File: src/hdl/aec_pkg.sv
// Shared types and constants of the audio environment classifier.
package aec_pkg;

    // Window of recent levels; the depth is a power of two so the mean is a shift.
    localparam int WIN_DEPTH = 8;
    localparam int WIN_LOG2  = $clog2(WIN_DEPTH);

    localparam int LEVEL_W = 16;
    localparam int SQ_W    = 2 * LEVEL_W;
    localparam int SUM_W   = LEVEL_W + WIN_LOG2;
    localparam int SQSUM_W = SQ_W + WIN_LOG2;

    // Scaled variance numerator N*Q - S*S.
    localparam int NUM_W   = 2 * SUM_W;
    // The numerator divided by N*N stays below 16384 * 65535, which fits in 30 bits.
    localparam int T_W     = 30;
    localparam int VAR_W   = 15;
    localparam int CONF_W  = 8;

    localparam logic [LEVEL_W-1:0] FULL_SCALE = 16'd65535;

    typedef enum logic [2:0] {
        CLS_UNKNOWN  = 3'd0,
        CLS_QUIET    = 3'd1,
        CLS_AMBIENT  = 3'd2,
        CLS_MODERATE = 3'd3,
        CLS_LOUD     = 3'd4,
        CLS_CONCERT  = 3'd5,
        CLS_EXTREME  = 3'd6
    } env_class_t;

    localparam logic [CONF_W-1:0] CONF_LIMIT_RESET = 8'd100;

endpackage

File: src/hdl/aec_window.sv
// Shift line of recent levels with running sum, running sum of squares and peak.
module aec_window
    import aec_pkg::*;
(
    input  logic               clk,
    input  logic               rst_n,
    input  logic               wr_en,
    input  logic [LEVEL_W-1:0] wr_level,
    output logic [SUM_W-1:0]   sum,
    output logic [SQSUM_W-1:0] sqsum,
    output logic [LEVEL_W-1:0] peak
);

    logic [LEVEL_W-1:0] hist_reg [WIN_DEPTH];
    logic [SQ_W-1:0]    sq_reg   [WIN_DEPTH];
    logic [SUM_W-1:0]   sum_reg;
    logic [SUM_W-1:0]   sum_next;
    logic [SQSUM_W-1:0] sqsum_reg;
    logic [SQSUM_W-1:0] sqsum_next;
    logic [SQ_W-1:0]    sq_new;
    logic [LEVEL_W-1:0] max_tree [1:2*WIN_DEPTH-1];

    // The oldest entry leaves at the end of the line as the new one enters.
    assign sq_new     = SQ_W'(wr_level) * SQ_W'(wr_level);
    assign sum_next   = sum_reg + SUM_W'(wr_level) - SUM_W'(hist_reg[WIN_DEPTH-1]);
    assign sqsum_next = sqsum_reg + SQSUM_W'(sq_new) - SQSUM_W'(sq_reg[WIN_DEPTH-1]);

    always_ff @(posedge clk or negedge rst_n)
    begin
        if (!rst_n)
        begin
            for (int i = 0; i < WIN_DEPTH; i++)
            begin
                hist_reg[i] <= '0;
                sq_reg[i]   <= '0;
            end
            sum_reg   <= '0;
            sqsum_reg <= '0;
        end
        else if (wr_en)
        begin
            hist_reg[0] <= wr_level;
            sq_reg[0]   <= sq_new;
            for (int i = 1; i < WIN_DEPTH; i++)
            begin
                hist_reg[i] <= hist_reg[i-1];
                sq_reg[i]   <= sq_reg[i-1];
            end
            sum_reg   <= sum_next;
            sqsum_reg <= sqsum_next;
        end
    end

    // Peak as a balanced compare tree whose leaves are the stored entries.
    always_comb
    begin
        for (int i = 0; i < WIN_DEPTH; i++)
        begin
            max_tree[WIN_DEPTH+i] = hist_reg[i];
        end
        for (int i = WIN_DEPTH-1; i >= 1; i--)
        begin
            max_tree[i] = (max_tree[2*i] > max_tree[2*i+1]) ? max_tree[2*i] : max_tree[2*i+1];
        end
        peak = max_tree[1];
    end

    assign sum   = sum_reg;
    assign sqsum = sqsum_reg;

endmodule

File: src/hdl/aec_tracker.sv
// Noise floor tracking, class selection and confidence hysteresis.
module aec_tracker
    import aec_pkg::*;
(
    input  logic               clk,
    input  logic               rst_n,
    input  logic               upd_en,
    input  logic [LEVEL_W-1:0] mean,
    input  logic [LEVEL_W-1:0] peak,
    input  logic [VAR_W-1:0]   var_in,
    input  logic [CONF_W-1:0]  limit,
    output env_class_t         held_class,
    output logic [CONF_W-1:0]  confidence,
    output logic [LEVEL_W-1:0] noise_floor
);

    localparam logic [LEVEL_W-1:0] TH_MEAN_QUIET    = 16'd6554;
    localparam logic [LEVEL_W-1:0] TH_MEAN_AMBIENT  = 16'd16384;
    localparam logic [LEVEL_W-1:0] TH_MEAN_MODERATE = 16'd32768;
    localparam logic [LEVEL_W-1:0] TH_MEAN_LOUD     = 16'd49151;
    localparam logic [LEVEL_W-1:0] TH_PEAK_LOUD     = 16'd52428;
    localparam logic [LEVEL_W-1:0] TH_MEAN_EXTREME  = 16'd58982;
    localparam logic [VAR_W-1:0]   TH_VAR_QUIET     = 15'd655;
    localparam logic [VAR_W-1:0]   TH_VAR_AMBIENT   = 15'd3277;
    localparam logic [VAR_W-1:0]   TH_VAR_MODERATE  = 15'd9830;
    localparam logic [VAR_W-1:0]   TH_VAR_LOUD      = 15'd13107;
    localparam logic [VAR_W-1:0]   TH_VAR_CONCERT   = 15'd19661;

    // floor(x / 100) = (x * RECIP_100) >> RECIP_SHIFT, exact for x below 91180, which
    // covers every divider input here (at most 65535 + 99).
    localparam int                 DIV_W       = LEVEL_W + 1;
    localparam int                 PROD_W      = 2 * DIV_W;
    localparam int                 RECIP_SHIFT = 23;
    localparam logic [DIV_W-1:0]   RECIP_100   = 17'd83887;
    localparam logic [DIV_W-1:0]   ROUND_UP_99 = 17'd99;

    env_class_t         class_reg;
    env_class_t         class_next;
    env_class_t         pick;
    logic [CONF_W-1:0]  conf_reg;
    logic [CONF_W-1:0]  conf_next;
    logic [CONF_W:0]    conf_inc;
    logic [LEVEL_W-1:0] floor_reg;
    logic [LEVEL_W-1:0] floor_next;
    logic               floor_zero;
    logic               floor_move;
    logic [DIV_W-1:0]   div_in;
    logic [PROD_W-1:0]  div_prod;
    logic [LEVEL_W-1:0] div_q;

    // The floor moves 1% down toward the mean, or up from zero. Below it, 99f + m
    // over 100 is f minus the distance over 100 rounded up, so one divide serves.
    assign floor_zero = (floor_reg == '0);
    assign floor_move = (mean < floor_reg) || floor_zero;
    assign div_in     = floor_zero ? DIV_W'(mean)
                                   : (DIV_W'(floor_reg) - DIV_W'(mean) + ROUND_UP_99);
    assign div_prod   = PROD_W'(div_in) * PROD_W'(RECIP_100);
    assign div_q      = LEVEL_W'(div_prod >> RECIP_SHIFT);

    always_comb
    begin
        if (!floor_move)
        begin
            floor_next = floor_reg;
        end
        else if (floor_zero)
        begin
            floor_next = div_q;
        end
        else
        begin
            floor_next = floor_reg - div_q;
        end
    end

    // Threshold cascade; the first matching rule wins.
    always_comb
    begin
        priority if (mean < TH_MEAN_QUIET && var_in < TH_VAR_QUIET)
        begin
            pick = CLS_QUIET;
        end
        else if (mean < TH_MEAN_AMBIENT && var_in < TH_VAR_AMBIENT)
        begin
            pick = CLS_AMBIENT;
        end
        else if (mean < TH_MEAN_MODERATE && var_in < TH_VAR_MODERATE)
        begin
            pick = CLS_MODERATE;
        end
        else if (mean < TH_MEAN_LOUD || (var_in > TH_VAR_LOUD && peak > TH_PEAK_LOUD))
        begin
            pick = CLS_LOUD;
        end
        else if (mean > TH_MEAN_LOUD && var_in > TH_VAR_CONCERT)
        begin
            pick = CLS_CONCERT;
        end
        else if (mean > TH_MEAN_EXTREME)
        begin
            pick = CLS_EXTREME;
        end
        else
        begin
            pick = CLS_UNKNOWN;
        end
    end

    // The count must drain to zero before a different class is taken over.
    assign conf_inc = {1'b0, conf_reg} + 1'b1;

    always_comb
    begin
        class_next = class_reg;
        priority if (pick == class_reg)
        begin
            conf_next = (conf_inc < {1'b0, limit}) ? conf_inc[CONF_W-1:0] : limit;
        end
        else if (conf_reg != '0)
        begin
            conf_next = conf_reg - 1'b1;
        end
        else
        begin
            class_next = pick;
            conf_next  = CONF_W'(1);
        end
    end

    always_ff @(posedge clk or negedge rst_n)
    begin
        if (!rst_n)
        begin
            class_reg <= CLS_UNKNOWN;
            conf_reg  <= '0;
            floor_reg <= '0;
        end
        else if (upd_en)
        begin
            class_reg <= class_next;
            conf_reg  <= conf_next;
            floor_reg <= floor_next;
        end
    end

    assign held_class  = class_reg;
    assign confidence  = conf_reg;
    assign noise_floor = floor_reg;

endmodule

File: src/hdl/audio_environment_classifier.sv
// Top level of the audio environment classifier: window statistics pipeline and result register.
//
// The block takes one normalized level per item (unsigned Q0.16) and returns one result per
// item: the held loudness class, its confidence count, and the mean, peak, population variance
// and tracked noise floor of the last eight levels. It accepts a new item in every cycle while
// in_stall is low. An accepted item passes six registers in order: an input register, the
// window shift line with its running sums, a stage holding the squared sum, a stage forming
// the variance numerator, a stage dividing it by full scale, and the result register, whose
// load also updates the noise floor, the held class and the confidence count. The sustained
// rate is set by the result register alone: whenever the output is not stalled, one item
// leaves per cycle, and stages fill up behind a stalled result before in_stall is raised.
// After reset the history, the floor and the count are zero and the class is unknown. The
// single configuration register, limit_reg, resets to 100; the user must write it through
// cfg_data only while the block is idle, as the block itself does not enforce this.
// cfg_ready is always high.
module audio_environment_classifier
    import aec_pkg::*;
(
    input  logic               clk,
    input  logic               rst_n,
    input  logic               in_valid,
    output logic               in_stall,
    input  logic [15:0]        level,
    output logic               out_valid,
    input  logic               out_stall,
    output logic [2:0]         env_class,
    output logic [7:0]         confidence,
    output logic [15:0]        window_mean,
    output logic [15:0]        window_peak,
    output logic [14:0]        window_variance,
    output logic [15:0]        noise_floor,
    input  logic               cfg_valid,
    output logic               cfg_ready,
    input  logic [7:0]         cfg_data
);

    // Stage valid flags. Stage 1 is the window itself.
    logic v0_reg, v1_reg, v2_reg, v3_reg, v4_reg, vout_reg;
    logic en0, en1, en2, en3, en4, en_out;

    logic [CONF_W-1:0]  limit_reg;

    logic [LEVEL_W-1:0] lvl_reg;

    logic [SUM_W-1:0]   win_sum;
    logic [SQSUM_W-1:0] win_sqsum;
    logic [LEVEL_W-1:0] win_peak;

    logic [NUM_W-1:0]   s2_ssq_reg;
    logic [NUM_W-1:0]   s2_q8_reg;
    logic [LEVEL_W-1:0] s2_mean_reg;
    logic [LEVEL_W-1:0] s2_peak_reg;

    logic [NUM_W-1:0]   num;
    logic [T_W-1:0]     s3_t_reg;
    logic [LEVEL_W-1:0] s3_mean_reg;
    logic [LEVEL_W-1:0] s3_peak_reg;

    logic [T_W-LEVEL_W-1:0] div_q;
    logic [LEVEL_W:0]       div_r;
    logic                   div_fix;
    logic [VAR_W-1:0]       var_next;
    logic [VAR_W-1:0]       s4_var_reg;
    logic [LEVEL_W-1:0]     s4_mean_reg;
    logic [LEVEL_W-1:0]     s4_peak_reg;

    logic [VAR_W-1:0]   out_var_reg;
    logic [LEVEL_W-1:0] out_mean_reg;
    logic [LEVEL_W-1:0] out_peak_reg;

    env_class_t         trk_class;
    logic               trk_upd;

    // A stage may load when it is empty or its content moves on in the same cycle.
    assign en_out   = !vout_reg || !out_stall;
    assign en4      = !v4_reg || en_out;
    assign en3      = !v3_reg || en4;
    assign en2      = !v2_reg || en3;
    assign en1      = !v1_reg || en2;
    assign en0      = !v0_reg || en1;
    assign in_stall = !en0;
    assign trk_upd  = en_out && v4_reg;

    assign cfg_ready = 1'b1;

    always_ff @(posedge clk or negedge rst_n)
    begin
        if (!rst_n)
        begin
            limit_reg <= CONF_LIMIT_RESET;
        end
        else if (cfg_valid && cfg_ready)
        begin
            limit_reg <= cfg_data;
        end
    end

    always_ff @(posedge clk or negedge rst_n)
    begin
        if (!rst_n)
        begin
            v0_reg   <= 1'b0;
            v1_reg   <= 1'b0;
            v2_reg   <= 1'b0;
            v3_reg   <= 1'b0;
            v4_reg   <= 1'b0;
            vout_reg <= 1'b0;
        end
        else
        begin
            if (en0)
            begin
                v0_reg <= in_valid;
            end
            if (en1)
            begin
                v1_reg <= v0_reg;
            end
            if (en2)
            begin
                v2_reg <= v1_reg;
            end
            if (en3)
            begin
                v3_reg <= v2_reg;
            end
            if (en4)
            begin
                v4_reg <= v3_reg;
            end
            if (en_out)
            begin
                vout_reg <= v4_reg;
            end
        end
    end

    // Stage 1: the level enters the window and the running sums follow it.
    aec_window u_window (
        .clk      (clk),
        .rst_n    (rst_n),
        .wr_en    (en1 && v0_reg),
        .wr_level (lvl_reg),
        .sum      (win_sum),
        .sqsum    (win_sqsum),
        .peak     (win_peak)
    );

    // Stage 3: N*Q - S*S is never negative; dividing by N*N is a shift.
    assign num = s2_q8_reg - s2_ssq_reg;

    // Stage 4: divide by 65535. With t = 65536*q + low, t - 65535*q = low + q,
    // which is below twice the divisor, so one correction step finishes it.
    assign div_q    = s3_t_reg[T_W-1:LEVEL_W];
    assign div_r    = {1'b0, s3_t_reg[LEVEL_W-1:0]} + (LEVEL_W+1)'(div_q);
    assign div_fix  = (div_r >= {1'b0, FULL_SCALE});
    assign var_next = VAR_W'(div_q) + VAR_W'(div_fix);

    always_ff @(posedge clk)
    begin
        if (en0 && in_valid)
        begin
            lvl_reg <= level;
        end
        if (en2 && v1_reg)
        begin
            s2_ssq_reg  <= NUM_W'(win_sum) * NUM_W'(win_sum);
            s2_q8_reg   <= NUM_W'(win_sqsum) << WIN_LOG2;
            s2_mean_reg <= win_sum[SUM_W-1:WIN_LOG2];
            s2_peak_reg <= win_peak;
        end
        if (en3 && v2_reg)
        begin
            s3_t_reg    <= T_W'(num >> (2 * WIN_LOG2));
            s3_mean_reg <= s2_mean_reg;
            s3_peak_reg <= s2_peak_reg;
        end
        if (en4 && v3_reg)
        begin
            s4_var_reg  <= var_next;
            s4_mean_reg <= s3_mean_reg;
            s4_peak_reg <= s3_peak_reg;
        end
        if (trk_upd)
        begin
            out_var_reg  <= s4_var_reg;
            out_mean_reg <= s4_mean_reg;
            out_peak_reg <= s4_peak_reg;
        end
    end

    // Result stage: the floor, class and count registers load together with the result.
    aec_tracker u_tracker (
        .clk         (clk),
        .rst_n       (rst_n),
        .upd_en      (trk_upd),
        .mean        (s4_mean_reg),
        .peak        (s4_peak_reg),
        .var_in      (s4_var_reg),
        .limit       (limit_reg),
        .held_class  (trk_class),
        .confidence  (confidence),
        .noise_floor (noise_floor)
    );

    assign out_valid       = vout_reg;
    assign env_class       = trk_class;
    assign window_mean     = out_mean_reg;
    assign window_peak     = out_peak_reg;
    assign window_variance = out_var_reg;

endmodule
File: config.mk
export PLATFORM = sky130hd
export DESIGN_NAME = audio_environment_classifier
export DESIGN_NICKNAME = d
export VERILOG_FILES = /design/src/hdl/aec_pkg.sv /design/src/hdl/aec_window.sv /design/src/hdl/aec_tracker.sv /design/src/hdl/audio_environment_classifier.sv
export SDC_FILE = /design/constraint.sdc
export NUM_CORES = 2
export LEC_CHECK = 0
export BUFFER_PORTS_ARGS = -buffer_cell sky130_fd_sc_hd__clkbuf_2
export CORE_MARGIN = 2
export CORE_UTILIZATION = 45
export DETAILED_ROUTE_END_ITERATION = 16
export PLACE_DENSITY_LB_ADDON = 0.05
export SYNTH_ARGS = -nofsm -noshare
export SYNTH_HDL_FRONTEND = slang
export SYNTH_SLANG_ARGS = --single-unit
File: constraint.sdc
create_clock -name clk -period 9.9 [get_ports clk]
set_input_delay 0.495 -clock clk [delete_from_list [all_inputs] [get_ports clk]]
set_output_delay 0.495 -clock clk [all_outputs]
set_load 0.005 [all_outputs]
==> results.md <==
- Status: finished clean
- Relative slew margins: 22.6%
- CTS Root Cell: clkbuf_16
- Least-Margin Pin Slew: ~1200 ps
- Clock Skews: about 33 ps
- Routed WL: about 160 mm
- Yosys cell types: 88
- Port-buffer cells: 104
- GR Util met2: roughly two fifths
- Sequential cell area fraction in the yosys report: 32.8%
- Largest net degree at the start of global routing: 194
- Synth Register Bits: about 730
- IO Pins: 106
- Post-Syn Nets: ~7400
- GRT Total Usage: between 20% and 30%
- NumNets Final: between 7000 and 8000
- Crit path max fanout: 4
- Yosys warnings: 0
- CTS tree: yes
- Hold Crit Start: in_valid
- Most common cell after layout, fill and taps aside: inv_1
- Htree depth: 3
- Endpoints failing setup: 0
- Core area: roughly 0.13 sq mm
- Grt ovf: 0
- Post-Syn Area per Cell: around 9.7 sq um
- Die area: between 0.1 and 0.15 sq mm
- Row count: about 130
- Global-route wire length before repair: around 250 mm
- TritonRoute pass-1 iters: 6
- GR peak layer: met2
- Max reg flops: 248
- Starting Density: 45.2%
- DRC viols: 0
- Min Tclk post-route: approximately 10000 ps
- Grt met1 use: about a third
- ANT nets after route: 0
- Post-route cell area: 0.0682 sq mm
- Worst hold path type: input port to flip-flop
- Clock-pin slew on the worst setup and hold paths: 60 ps
- Setup crit start: u_tracker.noise_floor[1]$_DFFE_PN0P_
- Met3 usage: under 10%
- Detailed placement HPWL: 124 mm
- CP Data Arrival Time: ~10000 ps
- WL per Instance: between 15 and 20 um
- Post-DP Area: about 0.064 sq mm
- Setup CP Type: flip-flop to flip-flop
- Most used DFF post-synth: dfrtp_1
- Antenna violations before repair: 7
- Vias in the first global route: approximately 44000
- Max Buffers Root-to-Sink: 3
- Hold Fails Final Rpt: 0
- Crit-path max cell delay: roughly 530 ps
- Synth async-reset ratio: a little over three fifths
- Clk sinks: about 730
- Endpoint class of the critical path: flip-flop
- Layout cells sized above 1: roughly 11%
- Slowest CP cell: fa_1
- WP data required: roughly 10000 ps
- Chip height: about 370 um
- RSZ-0062 raised after global routing: true
- Max_cap viols: 0
- EDFF count, synth: about 270
- Vias per cell: 5.11
- Cell area after synthesis: 0.0601 sq mm
- Area delta synth->final: 13.5%
- Period utilisation layout: between 90% and 100%
- Final Wtd Congestion: between 0.8 and 0.9
- Iteration-0 DRC Markers: 2447
- FF-to-FF setup slack: approximately 38 ps
- Final Max Slew Viols: 0
- Peak Freq: around 0.1 GHz
- Cells after Synth: roughly 6000
- Clk_lat worst skew: just over 700 ps
- Startpoint type of the worst setup path: flip-flop
- Setup TNS: 0 ps
- Die width: 369 um
- Inserted Clock Buffers: 90
- Total number of vias: 42600
- Reg2Reg Launch Point: u_tracker.noise_floor[1]$_DFFE_PN0P_
- Most frequent cells in the layout: 1033 x inv_1, 1026 x nand2_1, 619 x ha_1
metrics by stage:
step / utilization [%] / hold WS [ps] / setup WS, ps / std cells
finish: 51.3 / 43.5 / 38.0 / 8323
global route: 51.3 / 36.7 / -328 / 8322
CTS: 50.9 / 9.07 / 2.19 / 8301
detailed placement: 48.1 / 405 / -414 / 8082
global placement: 48.1 / 400 / -377 / 8082
floorplan: - / 199 / 27.8 / 6160
logic make-up after synthesis:
| group | share of synthesized area [%] |
|---|---|
| flip-flops | 32.8 |
| AO/OA/AOI/OAI | 9.10 |
| multiplexers | 2.66 |
| XOR/XNOR | 3.37 |
| adder cells (fa/ha/maj) | 32.1 |
| buffers and inverters | 7.78 |
| AND/OR/NAND/NOR | 12.1 |
| other | 0.00624 |
cell usage after synthesis, types with 158 or more instances:
cell      number  share of area (%)
dfrtp_1      458                 19
fa_1         563                 19
nand2_1     1031                6.4
clkbuf_1     161                1.0
edfxtp_1     272                 14
inv_1       1053                6.6
ha_1         636                 13
o21ai_0      335                2.8
a21oi_1      191                1.6
nor2_1       317                2.0
xnor2_1      158                2.3
layer usage:
metal  up-vias  routed length (um)
li1      20600                   -
met4         0                5710
met3       246                5410
met5         -                   0
met1     21000               70700
met2       742               78500
critical path: cells and delay by family, from the launching register on:
| kind | cells | cell delay, ps |
|---|---|---|
| AOI/OAI and AO/OA | 21 | 3910 |
| xor gates and xnor gates | 2 | 300 |
| adders and majority gates | 11 | 4130 |
| buffers and inverters | 6 | 470 |
| DFF | 1 | 400 |
| and+or+nand+nor | 5 | 550 |
layout make-up:
class                   count  area (sq um)
fillers                 12400         64800
multi-input cells        4184         36300
flip-flops and latches    733         19700
inverters                1072          4040
repair buffers            397          2840
clock buffers             114          2500
well taps                1768          2210
clock inverters            54           599
diodes                      1          2.50
path summary, 6_finish.rpt:
check / cells past startpoint / end
worst max-delay path: 45 / u_tracker.noise_floor[15]$_DFFE_PN0P_
worst min-delay path: 2 / v0_reg$_DFFE_PN0N_
worst max register to register: 45 / u_tracker.noise_floor[15]$_DFFE_PN0P_
worst min register to register: 0 / s4_mean_reg[7]$_DFFE_PP_
max in group asynchronous: 4 / v0_reg$_DFFE_PN0N_
min in group asynchronous: 2 / u_window.sum[8]$_DFFE_PN0P_
repair_timing:
item	in CTS	in global routing
endpoints found under the hold margin	63	0
pin swaps	55	98
gates resized for setup	38	86
setup buffers	26	22
hold buffers	25	0
endpoints found under the setup margin	8	15
Power is left out: the tool's default activity adds up to more than one toggle a clock period on the data nets, which glitch-free logic cannot reach.
